===== src/sv/assert_macros.svh =====
// Assertion macros for the RTL file that carries checks.
`ifndef ASSERT_MACROS_SVH
`define ASSERT_MACROS_SVH

// A condition that must hold at every clock edge outside reset.
`define GBKD_ASSERT_ALWAYS(lbl, cond, msg) \
  lbl: assert property (@(posedge clk) disable iff (!rst_n) (cond)) else $error(msg);

// A trigger that must be followed by a condition at the next clock edge.
`define GBKD_ASSERT_NEXT(lbl, trig, cond, msg) \
  lbl: assert property (@(posedge clk) disable iff (!rst_n) (trig) |=> (cond)) else $error(msg);

`endif


===== src/sv/gbkd_pkg.sv =====
// Package with shared constants and controller-to-datapath types.
package gbkd_pkg;

  localparam int MAX_VERTICES_DEF = 32;
  localparam int KEY_BITS_DEF     = 16;

  // Which latched endpoint an edge row access targets.
  localparam logic ROW_A = 1'b0;
  localparam logic ROW_B = 1'b1;

  typedef struct packed {
    logic edge_latch;
    logic key_write;
    logic start;
    logic row_sel;
    logic row_wr;
    logic spread_init;
    logic spread_rd;
    logic spread_done;
    logic sel_init;
    logic sel_rd;
    logic out_load;
    logic idx_inc;
    logic clear;
  } cmd_t;

  typedef struct packed {
    logic all_burned;
    logic idx_last;
  } status_t;

endpackage


===== src/sv/graph_burning_key_decoder_top.sv =====
// Top level of the graph burning key decoder: controller, datapath and checks.
// The block loads an undirected graph one edge transaction at a time and one
// priority key per vertex, then burns the graph in rounds and reports one result
// transaction per round. An edge transaction stalls the input until its row
// updates are done, because each edge does a read-modify-write of two rows in
// the adjacency memory. A key transaction that is not the last one does not
// stall the input. The last key starts the rounds; each round scans all
// MAX_VERTICES adjacency rows to spread the fire and then all MAX_VERTICES keys
// to pick the new source, one row or one key per cycle, and a round is held
// while its result waits behind a stalled output. After the last round the
// controller passes through a check state and a clearing state before the input
// is taken again. A finished result sits in an output register while the next
// round is already being computed. No input transaction is accepted while the
// rounds run. Keys are kept across graphs; the adjacency matrix and the vertex
// masks are cleared after the last result.
module graph_burning_key_decoder_top #(
  parameter int MAX_VERTICES = gbkd_pkg::MAX_VERTICES_DEF,
  parameter int KEY_BITS     = gbkd_pkg::KEY_BITS_DEF
) (
  input  logic        clk,
  input  logic        rst_n,
  input  logic        in_valid,
  output logic        in_stall,
  input  logic        in_kind,
  input  logic [4:0]  in_endpoint_a,
  input  logic [4:0]  in_endpoint_b,
  input  logic [4:0]  in_key_vertex,
  input  logic [15:0] in_key_value,
  input  logic        in_last_key,
  output logic        out_valid,
  input  logic        out_stall,
  output logic [5:0]  out_round_number,
  output logic [4:0]  out_source_vertex,
  output logic        out_source_valid,
  output logic        out_final_round
);

`include "assert_macros.svh"

  gbkd_pkg::cmd_t    cmd;
  gbkd_pkg::status_t status;

  // The controller owns the handshakes and sequences every step.
  gbkd_ctrl u_ctrl (
    .clk         (clk),
    .rst_n       (rst_n),
    .in_valid    (in_valid),
    .in_stall    (in_stall),
    .in_kind     (in_kind),
    .in_last_key (in_last_key),
    .out_valid   (out_valid),
    .out_stall   (out_stall),
    .cmd         (cmd),
    .status      (status)
  );

  // The datapath holds the memories, masks and result registers.
  gbkd_datapath #(
    .MAX_VERTICES (MAX_VERTICES),
    .KEY_BITS     (KEY_BITS)
  ) u_dp (
    .clk               (clk),
    .rst_n             (rst_n),
    .cmd               (cmd),
    .status            (status),
    .in_endpoint_a     (in_endpoint_a),
    .in_endpoint_b     (in_endpoint_b),
    .in_key_vertex     (in_key_vertex),
    .in_key_value      (in_key_value),
    .out_round_number  (out_round_number),
    .out_source_vertex (out_source_vertex),
    .out_source_valid  (out_source_valid),
    .out_final_round   (out_final_round)
  );

  // A round without a new source can only happen when the spread burned the rest.
  `GBKD_ASSERT_ALWAYS(a_nosrc_final, !out_valid || out_source_valid || out_final_round, "round without source is not final")
  // The last key starts the rounds, so the input must stall right after it.
  `GBKD_ASSERT_NEXT(a_last_busy, in_valid && !in_stall && in_kind && in_last_key, in_stall, "rounds did not start")
  // An edge transaction occupies the block for its row updates.
  `GBKD_ASSERT_NEXT(a_edge_busy, in_valid && !in_stall && !in_kind, in_stall, "edge update skipped")

endmodule


===== src/sv/gbkd_datapath.sv =====
// Datapath: adjacency and key memories, masks, scan counter and result registers.
module gbkd_datapath #(
  parameter int MAX_VERTICES = gbkd_pkg::MAX_VERTICES_DEF,
  parameter int KEY_BITS     = gbkd_pkg::KEY_BITS_DEF
) (
  input  logic             clk,
  input  logic             rst_n,
  input  gbkd_pkg::cmd_t   cmd,
  output gbkd_pkg::status_t status,
  input  logic [4:0]       in_endpoint_a,
  input  logic [4:0]       in_endpoint_b,
  input  logic [4:0]       in_key_vertex,
  input  logic [15:0]      in_key_value,
  output logic [5:0]       out_round_number,
  output logic [4:0]       out_source_vertex,
  output logic             out_source_valid,
  output logic             out_final_round
);

  localparam int N  = MAX_VERTICES;
  localparam int VW = (N > 1) ? $clog2(N) : 1;

  logic [N-1:0]        adj_mem [N];
  logic [KEY_BITS-1:0] key_mem [N];

  logic [N-1:0]        row_valid_r;
  logic [N-1:0]        rowq_r;
  logic                rowv_r;
  logic [KEY_BITS-1:0] keyq_r;
  logic [N-1:0]        present_r;
  logic [N-1:0]        burning_r;
  logic [N-1:0]        acc_r;
  logic [5:0]          round_r;
  logic [VW-1:0]       idx_r;
  logic [VW-1:0]       a_r;
  logic [VW-1:0]       b_r;
  logic                ok_r;
  logic                sp_pend_r;
  logic                sl_pend_r;
  logic [VW-1:0]       pidx_r;
  logic                found_r;
  logic [VW-1:0]       best_r;
  logic [KEY_BITS-1:0] best_key_r;

  logic [VW-1:0] rd_addr;
  logic [VW-1:0] wr_addr;
  logic [VW-1:0] wr_other;
  logic [N-1:0]  row_eff;
  logic [N-1:0]  best_bit;
  logic [N-1:0]  burn_final;
  logic          edge_ok;
  logic          key_ok;
  logic          cand;

  assign edge_ok = (32'(in_endpoint_a) < 32'(N)) && (32'(in_endpoint_b) < 32'(N));
  assign key_ok  = 32'(in_key_vertex) < 32'(N);

  assign wr_addr  = (cmd.row_sel == gbkd_pkg::ROW_B) ? b_r : a_r;
  assign wr_other = (cmd.row_sel == gbkd_pkg::ROW_B) ? a_r : b_r;
  assign rd_addr  = cmd.spread_rd ? idx_r : wr_addr;
  assign row_eff  = rowv_r ? rowq_r : '0;

  assign best_bit   = found_r ? ({{(N-1){1'b0}}, 1'b1} << best_r) : '0;
  assign burn_final = burning_r | best_bit;
  assign cand       = present_r[pidx_r] & ~burning_r[pidx_r];

  assign status.all_burned = (burning_r == present_r);
  assign status.idx_last   = (idx_r == VW'(N - 1));

  // Memories: one write and one registered read per cycle.
  always_ff @(posedge clk) begin
    if (cmd.row_wr && ok_r) begin
      adj_mem[wr_addr] <= row_eff | ({{(N-1){1'b0}}, 1'b1} << wr_other);
    end
    rowq_r <= adj_mem[rd_addr];
    if (cmd.key_write && key_ok) begin
      key_mem[VW'(in_key_vertex)] <= KEY_BITS'(in_key_value);
    end
    keyq_r <= key_mem[idx_r];
  end

  always_ff @(posedge clk) begin
    if (!rst_n) begin
      row_valid_r <= '0;
      rowv_r      <= 1'b0;
      present_r   <= '0;
      burning_r   <= '0;
      round_r     <= '0;
      sp_pend_r   <= 1'b0;
      sl_pend_r   <= 1'b0;
      found_r     <= 1'b0;
      idx_r       <= '0;
      ok_r        <= 1'b0;
    end else begin
      rowv_r    <= row_valid_r[rd_addr];
      sp_pend_r <= cmd.spread_rd;
      sl_pend_r <= cmd.sel_rd;
      pidx_r    <= idx_r;
      if (cmd.edge_latch) begin
        a_r  <= VW'(in_endpoint_a);
        b_r  <= VW'(in_endpoint_b);
        ok_r <= edge_ok;
      end
      if (cmd.row_wr && ok_r) begin
        row_valid_r[wr_addr] <= 1'b1;
        present_r <= present_r | ({{(N-1){1'b0}}, 1'b1} << a_r)
                               | ({{(N-1){1'b0}}, 1'b1} << b_r);
      end
      if (cmd.start) begin
        burning_r <= '0;
        round_r   <= '0;
      end
      if (cmd.spread_init || cmd.sel_init) begin
        idx_r <= '0;
      end else if (cmd.idx_inc) begin
        idx_r <= idx_r + VW'(1);
      end
      if (cmd.spread_init) begin
        acc_r <= burning_r;
      end else if (sp_pend_r && burning_r[pidx_r]) begin
        acc_r <= acc_r | row_eff;
      end
      if (cmd.spread_done) begin
        burning_r <= acc_r & present_r;
      end
      if (cmd.sel_init) begin
        found_r <= 1'b0;
      end else if (sl_pend_r && cand && (!found_r || keyq_r > best_key_r)) begin
        found_r    <= 1'b1;
        best_r     <= pidx_r;
        best_key_r <= keyq_r;
      end
      if (cmd.out_load) begin
        burning_r <= burn_final;
        round_r   <= round_r + 6'd1;
      end
      if (cmd.clear) begin
        row_valid_r <= '0;
        present_r   <= '0;
        burning_r   <= '0;
        round_r     <= '0;
      end
    end
  end

  // Result registers; they hold while the output is stalled.
  always_ff @(posedge clk) begin
    if (cmd.out_load) begin
      out_round_number  <= round_r + 6'd1;
      out_source_vertex <= found_r ? 5'(best_r) : 5'd0;
      out_source_valid  <= found_r;
      out_final_round   <= (burn_final == present_r);
    end
  end

endmodule


===== src/sv/gbkd_ctrl.sv =====
// Controller state machine sequencing loads, burning rounds and result hand-off.
module gbkd_ctrl (
  input  logic               clk,
  input  logic               rst_n,
  input  logic               in_valid,
  output logic               in_stall,
  input  logic               in_kind,
  input  logic               in_last_key,
  output logic               out_valid,
  input  logic               out_stall,
  output gbkd_pkg::cmd_t     cmd,
  input  gbkd_pkg::status_t  status
);

  localparam logic [3:0] S_IDLE     = 4'd0;
  localparam logic [3:0] S_EA_RD    = 4'd1;
  localparam logic [3:0] S_EA_WR    = 4'd2;
  localparam logic [3:0] S_EB_RD    = 4'd3;
  localparam logic [3:0] S_EB_WR    = 4'd4;
  localparam logic [3:0] S_CHECK    = 4'd5;
  localparam logic [3:0] S_SPREAD   = 4'd6;
  localparam logic [3:0] S_SP_END   = 4'd7;
  localparam logic [3:0] S_SEL_INIT = 4'd8;
  localparam logic [3:0] S_SEL      = 4'd9;
  localparam logic [3:0] S_SEL_END  = 4'd10;
  localparam logic [3:0] S_OUT      = 4'd11;
  localparam logic [3:0] S_CLEAR    = 4'd12;

  logic [3:0] state_r, state_nxt;
  logic       out_valid_r, out_valid_nxt;
  logic       accept;
  logic       out_free;

  assign in_stall  = (state_r != S_IDLE);
  assign accept    = in_valid && !in_stall;
  assign out_valid = out_valid_r;
  assign out_free  = !out_valid_r || !out_stall;

  always_comb begin
    state_nxt     = state_r;
    out_valid_nxt = out_valid_r && out_stall;
    cmd           = '0;
    case (state_r)
      S_IDLE: begin
        if (accept) begin
          if (!in_kind) begin
            cmd.edge_latch = 1'b1;
            state_nxt      = S_EA_RD;
          end else begin
            cmd.key_write = 1'b1;
            if (in_last_key) begin
              cmd.start = 1'b1;
              state_nxt = S_CHECK;
            end
          end
        end
      end
      S_EA_RD: begin
        cmd.row_sel = gbkd_pkg::ROW_A;
        state_nxt   = S_EA_WR;
      end
      S_EA_WR: begin
        cmd.row_sel = gbkd_pkg::ROW_A;
        cmd.row_wr  = 1'b1;
        state_nxt   = S_EB_RD;
      end
      S_EB_RD: begin
        cmd.row_sel = gbkd_pkg::ROW_B;
        state_nxt   = S_EB_WR;
      end
      S_EB_WR: begin
        cmd.row_sel = gbkd_pkg::ROW_B;
        cmd.row_wr  = 1'b1;
        state_nxt   = S_IDLE;
      end
      S_CHECK: begin
        if (status.all_burned) begin
          state_nxt = S_CLEAR;
        end else begin
          cmd.spread_init = 1'b1;
          state_nxt       = S_SPREAD;
        end
      end
      S_SPREAD: begin
        cmd.spread_rd = 1'b1;
        cmd.idx_inc   = 1'b1;
        if (status.idx_last) begin
          state_nxt = S_SP_END;
        end
      end
      S_SP_END: begin
        state_nxt = S_SEL_INIT;
      end
      S_SEL_INIT: begin
        cmd.spread_done = 1'b1;
        cmd.sel_init    = 1'b1;
        state_nxt       = S_SEL;
      end
      S_SEL: begin
        cmd.sel_rd  = 1'b1;
        cmd.idx_inc = 1'b1;
        if (status.idx_last) begin
          state_nxt = S_SEL_END;
        end
      end
      S_SEL_END: begin
        state_nxt = S_OUT;
      end
      S_OUT: begin
        if (out_free) begin
          cmd.out_load  = 1'b1;
          out_valid_nxt = 1'b1;
          state_nxt     = S_CHECK;
        end
      end
      S_CLEAR: begin
        cmd.clear = 1'b1;
        state_nxt = S_IDLE;
      end
      default: begin
        state_nxt = S_IDLE;
      end
    endcase
  end

  always_ff @(posedge clk) begin
    if (!rst_n) begin
      state_r     <= S_IDLE;
      out_valid_r <= 1'b0;
    end else begin
      state_r     <= state_nxt;
      out_valid_r <= out_valid_nxt;
    end
  end

endmodule


===== config.mk =====
export PLATFORM = sky130hd
export DESIGN_NAME = graph_burning_key_decoder_top
export DESIGN_NICKNAME = d
export VERILOG_FILES = /design/src/sv/gbkd_pkg.sv /design/src/sv/graph_burning_key_decoder_top.sv /design/src/sv/gbkd_datapath.sv /design/src/sv/gbkd_ctrl.sv
export VERILOG_INCLUDE_DIRS = /design/src /design/src/sv
export SDC_FILE = /design/constraint.sdc
export NUM_CORES = 2
export LEC_CHECK = 0
export BUFFER_PORTS_ARGS = -buffer_cell sky130_fd_sc_hd__buf_2
export CORE_UTILIZATION = 26
export CTS_CLUSTER_SIZE = 24
export DETAILED_ROUTE_END_ITERATION = 12
export GPL_ROUTABILITY_DRIVEN = 0
export REMOVE_ABC_BUFFERS = 1
export SYNTH_ARGS = -nofsm -noshare
export SYNTH_HDL_FRONTEND = slang
export SYNTH_SLANG_ARGS = --single-unit

===== constraint.sdc =====
create_clock -name clk -period 5.7 [get_ports clk]
set_clock_uncertainty 0.1 [all_clocks]
set_input_delay 0.855 -clock clk [delete_from_list [all_inputs] [get_ports clk]]
set_output_delay 0.855 -clock clk [all_outputs]
set_load 0.005 [all_outputs]

# ---- Word-level counts from Yosys, hierarchy flattened
# Memory sizes are Yosys's and may differ from the RTL's. A register that Yosys moved wholly into a read port is not among the register bits.
# Index checks and enable logic that the tools add are counted.
dict set report totals {
  ram_bits 1536
  n_memories 2
  inputBits 37
  mem_bits_ro 0
  latchBits 0
  ff_bits 198
}
dict set report classes {
  mux 50
  div_mod_pow 0
  addsub 2
  n_reduce_logical 29
  n_shift 4
  magnitude_cmp 5
  n_eq_ne 20
  n_bitwise 11
  n_mul 0
}
# memory depth word_bits rd rd_clocked_by_memory_dff wr line_no
set mem_list {}
lappend mem_list {u_dp.adj_mem 32 32 1 1 1 gbkd_datapath.sv:23} ;# logic [N-1:0] adj_mem [N];
lappend mem_list {u_dp.key_mem 32 16 1 1 1 gbkd_datapath.sv:24} ;# logic [KEY_BITS-1:0] key_mem [N];
# op count
set op_table {}
lappend op_table {{2-to-1 mux 32 bit} 7}
lappend op_table {{OR 32 bit} 6}
lappend op_table {{<< shifter 1 x 5 -> 32 bit, first input constant} 4}
lappend op_table {{== test 32 bit} 2}
lappend op_table {{case mux 4 bit (11 select lines)} 1}
lappend op_table {{AND 32 bit} 1}
lappend op_table {{2-to-1 mux 4 bit} 7}
lappend op_table {{2-to-1 mux 1 bit} 22}
lappend op_table {{== test 4 bit, second input constant} 5}
lappend op_table {{< comparator 5 x 6 -> 1 bit, second input constant} 3}
lappend op_table {{== test 4 x 3 -> 1 bit, second input constant} 4}
lappend op_table {{greater-than comparator 16 bit} 1}
lappend op_table {{binary-select mux 1 bit (select 5 bit)} 3}
lappend op_table {{2-to-1 mux 5 bit} 3}
lappend op_table {{2-to-1 mux 6 bit} 2}
lappend op_table {{OR reduction 2 bit} 6}
lappend op_table {{== test 4 x 2 -> 1 bit, second input constant} 2}
lappend op_table {{logical AND 1 bit} 7}
lappend op_table {{adder 6 x 1 -> 6 bit, second input constant} 1}
lappend op_table {{2-to-1 mux 3 bit} 2}
lappend op_table {{adder 5 x 1 -> 5 bit, second input constant} 1}
lappend op_table {{demux 1 bit (select 5 bit)} 1}
lappend op_table {{== test 5 bit, second input constant} 1}
lappend op_table {{greater-or-equal comparator 5 x 1 -> 1 bit, second input constant} 1}
lappend op_table {{other kinds (16)} 28}

# ---- Longest topological paths before layout
dict set report depth {
  word_depth 9
  mapped_depth 13
}

# ---- Cells and area by module
# From an unflattened synthesis, not the netlist that was laid out.
dict set report hier_totals {
  cells_unflattened 4176
  area_unflattened_um2 71836.4
}
# mod cells_per_inst area_per_inst_um2 instances seq_area_each_um2
set by_module_without_submodules {}
lappend by_module_without_submodules {gbkd_datapath 4112 71349.7 1 51759.6}
lappend by_module_without_submodules {gbkd_ctrl 64 486.7 1 100.1}

# ---- Worst setup path after synthesis
# Ideal clock, no wire load.
dict set report synth_path {
  kind {reg-to-reg}
  start {reg u_dp.pidx_r[0]}
  end {reg u_dp.best_key_r[0], enable pin}
  stages_incl_launch_ff 9
  setup_slack_ps 1544
  t_required_ps 5188
  synth_period_minus_slack_ps 4156
  n_path_buf 2
  t_arrival_ps 3645
  cell_sequence {edfxtp_1 > clkbuf_1 > buf_2 > mux4_2 > mux4_2 > mux2_2 > nor2_1 > nand4_1 > a31oi_1}
}
dict set report synth_via {
  elab_chain_cells 7
  elab_cells_between_ends 9
  cone_classes {4 x mux; 2 x bitwise; 3 x reduce/logical}
}
# element line_no
set synth_lines {}
lappend synth_lines {{start, declared} gbkd_datapath.sv:40} ;# logic [VW-1:0] pidx_r;
lappend synth_lines {{start signal, assigned} gbkd_datapath.sv:98} ;# pidx_r <= idx_r;
lappend synth_lines {{binary-select mux 1 bit (select 5 bit)} gbkd_datapath.sv:65} ;# assign cand = present_r[pidx_r] & ~burning_r[pidx_r];
lappend synth_lines {{2-to-1 mux 1 bit (not written as such)} gbkd_datapath.sv:65}
lappend synth_lines {{inverter 1 bit} gbkd_datapath.sv:65}
lappend synth_lines {{AND 1 bit *} gbkd_datapath.sv:65}
lappend synth_lines {{logical AND 1 bit * (2 in series)} gbkd_datapath.sv:128} ;# end else if (sl_pend_r && cand && (!found_r || keyq_r > best_key_r)) begin
lappend synth_lines {{AND reduction 3 bit (no source line) *} -}
lappend synth_lines {{end signal, assigned} gbkd_datapath.sv:131} ;# best_key_r <= keyq_r;
lappend synth_lines {{end, declared} gbkd_datapath.sv:43} ;# logic [KEY_BITS-1:0] best_key_r;
# Mark *: on every way between the ends. The rest lies on a longest branch, timed or not. The select of a mux whose other input is x is not followed.
# A chain may end at the register's enable or synchronous reset.

# ---- Final worst setup path
dict set report layout_path {
  start {reg u_ctrl.state_r[1]}
  end {reg u_dp.rowq_r[31] (read register of u_dp.adj_mem)}
}
dict set report layout_via {
  elab_chain_cells 5
  elab_cells_between_ends 8
  cone_classes {3 x eq/ne; 4 x mux; 1 x reduce/logical}
}
# element line_no
set layout_lines {}
lappend layout_lines {{start, declared} gbkd_ctrl.sv:29} ;# logic [3:0] state_r, state_nxt;
lappend layout_lines {{start signal, assigned} gbkd_ctrl.sv:131} ;# state_r <= state_nxt;
lappend layout_lines {{== test 4 x 2 -> 1 bit / == test 4 x 3 -> 1 bit (equally long branches)} gbkd_ctrl.sv:43} ;# case (state_r)
lappend layout_lines {{OR reduction 2 bit (no source line)} -}
lappend layout_lines {{2-to-1 mux 1 bit} gbkd_ctrl.sv:43}
lappend layout_lines {{2-to-1 mux 5 bit} gbkd_datapath.sv:58} ;# assign wr_addr = (cmd.row_sel == gbkd_pkg::ROW_B) ? b_r : a_r;
lappend layout_lines {{2-to-1 mux 5 bit *} gbkd_datapath.sv:60} ;# assign rd_addr = cmd.spread_rd ? idx_r : wr_addr;
lappend layout_lines {{end, declared} gbkd_datapath.sv:27} ;# logic [N-1:0] rowq_r;
# Mark *: on every way between the ends. The rest lies on a longest branch, timed or not.

==> out/qor.yml <==
grt_max_degree: 90
timing.slew.headroom_pct: 10.92
dr_total_vias: 42860
maxCapViolations: 0
reg2reg_depth: 8
htreeDepth: 4
ir_worst_vdd_mv: 0.3629
seqPwrFrac_pct: 45.9
ys_top_cells_by_area: "edfxtp_1 67%, mux4_2 5.6%, dfxtp_1 4.6%"
ys_seq_area_share_pct: 72.00
dr.pass1.iters: 5
worstSetupPathDepth: 8
final_antenna_net_count: 0
setup_tns_ns: 0
synthMuxAreaShare_pct: 9.608
power_density_nw_per_um2: 410.3
worstReg2RegStart: "u_ctrl.state_r[1]$_SDFFE_PN0P_"
p_leak_nw: 26.53
rsz0062_at_grt: "false"
yosys_warnings: 0
pwr-share-comb_pct: 21.1
grt_first_pass_wirelength_mm: 291.7
p_int_mw: 23.64
hp-class: "input pin to register"
synth_compound_area_share_pct: 6.620
die_area_um2: 279100
syn-cell-area_um2: 72030
synthSimpleGateAreaFrac_pct: 8.380
syn_avg_cell_area_um2: 15.43
synth_cells: 4667
crit_buf_inv: 1
hold_slack_ns: 0.1227
drcViolationCount: 0
required_ns: 6.26
layoutNonFillerInstCount: 8605
synth_cell_type_count: 68
fp.dieW_um: 528.3
overflow: 0
antenna_found_initial: 15
cts-root-buf: "clkbuf_16"
clk_pin_slew_ns: 0.06
cp-start-kind: "register"
setup_viol: 0
clk_latency_ns: 0.80
fin_nets: 4817
synth_top_family_by_area: "multiplexers"
async_flop_share_pct: 0
fp.dieH_um: 528.3
place_hpwl_mm: 112.1
fin_util_pct: 30.33
cts_hold_buffers: 0
worstPathMaxFanout: 50
post_cts_buffers: 0
top_level_ports: 52
cts_buffer_depth: 3
wl_per_cell_um: 23.40
slew_violations: 0
drtIter0Drc: 4875
synth-seq-cells: 1782
layout_commonest_cell: "edfxtp_1"
tritoncts: "yes"
grtUsageTotal_pct: 14.03
synth_edf_count: 1617
path_delay_family: "simple AND/OR/NAND/NOR gates"
tightest_slew_ns: 1.336
yosys.area.top_type: "edfxtp_1"
crit_end: "u_dp.rowq_r[31]$_DFF_P_"
cpMostUsedCell: "o211ai_1"
synth_top_flop_cell: "edfxtp_1"
final.min_clock_period_ns: 4.381
r2r_end: "u_dp.rowq_r[31]$_DFF_P_"
cp-startpoint: "u_ctrl.state_r[1]$_SDFFE_PN0P_"
outcome: "finished clean"
synth_top_area_share_pct: 67.41
fp.coreArea_um2: 274600
fmax_mhz: 228.3
cts_buffers: 171
dp_slack_ns: 1.514
path_class: "register to register"
numPortBuffers: 51
cts-resized-gates: 0
layout_common_cells: "1617 x edfxtp_1, 552 x nand2_1, 265 x mux2i_1"
drt-vias-per-instance: 4.981
yosys.area_share.xor_xnor_pct: 0.8755
grt_pass1_vias: 42110
power.switching_mw: 10.53
clockPowerShare_pct: 33.0
synthAdderAreaFrac_pct: 0.3300
crit_slowest_cell: "and3_4"
cpPeakStageDelay_ns: 0.80
dp.cells: 8274
rrSetupSlack_ns: 1.32
wirelength_mm: 201.4
fillers: 26850
switching_share_pct: 30.82
num_rows: 192
crit_chain: "nand4bb_1 -> o211ai_1 -> and3_4 -> buf_4 -> a211oi_1 -> o211ai_1 -> o2111ai_1 -> nor4_1"
drive_gt1_share_pct: 16.42
fin_crit_sh_pct: 76.86
hold_viol: 0
endpoint_kind: "register"
cp.arrival_ns: 4.94
setup_ws_ns: 1.319
syn_to_final_growth_pct: 15.60
start_util_pct: 26.23
cts.sinks: 1782
## sequential cells by signal (all words and copies together) (netlist names), 6 cells and up
| signal | flops |
|---|---|
| u_dp.round_r | 6 |
| u_dp.rowq_r | 32 |
| u_dp.present_r | 32 |
| u_dp.key_mem | 512 |
| u_dp.out_round_number | 6 |
| u_dp.keyq_r | 16 |
| u_dp.adj_mem | 1024 |
| u_dp.burning_r | 32 |
| u_dp.row_valid_r | 32 |
| u_dp.acc_r | 32 |
| u_dp.best_key_r | 16 |
## metrics by stage
step | cell area [um^2] | power [mW]
after detailed placement | 77650 | 23.08
after floorplan | 70650 | 21.29
final | 83270 | 34.16
after CTS | 83240 | 34.27
after global routing | 83250 | 35.33
after global placement | 77650 | 22.97
## cells in the mapped netlist, drive strengths merged (26+ instances only)
cell type,count
a211oi,136
a21oi,243
a32oi,63
buf,126
clkbuf,180
dfxtp,165
edfxtp,1617
inv,51
mux2i,265
mux4,180
nand2,552
nand3,194
nand4,26
nor2,195
nor4,38
nor4b,136
o21a,35
o21ai,86
o22ai,35
xnor2,68
## worst reg2reg max path: stages, from the launching register on
cell	delay, ns
dfxtp_1	0.67
nand4bb_1	0.68
o211ai_1	0.50
and3_4	0.80
buf_4	0.56
a211oi_1	0.10
o211ai_1	0.19
o2111ai_1	0.20
nor4_1	0.45
## power by group through the flow
stage               clock (mW)  sequential, mW  combinational [mW]
detailed placement           0            15.9                7.14
global route              11.9            15.7                7.73
floorplan                    0            16.0                5.30
finish                    11.3            15.7                7.20
CTS                       11.4            15.7                7.16
global placement             0            15.9                7.03
## per-layer routing
metal	vias to the layer above	track usage (%)	wire [um]
met5	-	0	60
met4	10	4.946	6822
met3	374	2.878	16890
met2	1898	22.25	93390
met1	22110	18.94	84200
li1	18470	-	-
## final cells by class
| class | instances | area [um^2] | share of cell area (%) |
|---|---|---|---|
| sequential | 1782 | 51870 | 62.29 |
| multi-input combinational | 2527 | 19160 | 23.01 |
| clock buffer | 231 | 4686 | 5.627 |
| tap | 3686 | 4612 | 5.539 |
| timing repair buffer | 227 | 1814 | 2.179 |
| clock inverter | 91 | 905.9 | 1.088 |
| inverter | 52 | 195.2 | 0.2344 |
| antenna | 9 | 22.52 | 0.02705 |
## kinds of logic (layout without fill, tap and decap cells)
family	count (synthesis)	count (layout)
adders and majority gates	19	19
buffers and inverters	358	601
other	0	9
xor gates and xnor gates	72	72
AOI/OAI and AO/OA	731	731
and+or+nand+nor	1241	1241
DFF	1782	1782
muxes	464	464
## worst min path at each step
stage,to,cells past startpoint,from
6_report,u_dp.b_r[1]$_DFFE_PP_,1,in_endpoint_b[1]
5_1_grt,u_dp.b_r[1]$_DFFE_PP_,1,in_endpoint_b[1]
4_1_cts,u_dp.b_r[1]$_DFFE_PP_,1,in_endpoint_b[1]
3_5_place_dp,u_dp.best_key_r[0]$_DFFE_PP_,0,u_dp.keyq_r[0]$_DFF_P_
3_3_place_gp,u_dp.best_key_r[0]$_DFFE_PP_,0,u_dp.keyq_r[0]$_DFF_P_
2_1_floorplan,u_dp.best_key_r[0]$_DFFE_PP_,0,u_dp.keyq_r[0]$_DFF_P_
No activity file was read; power rests on OpenSTA's default activity.
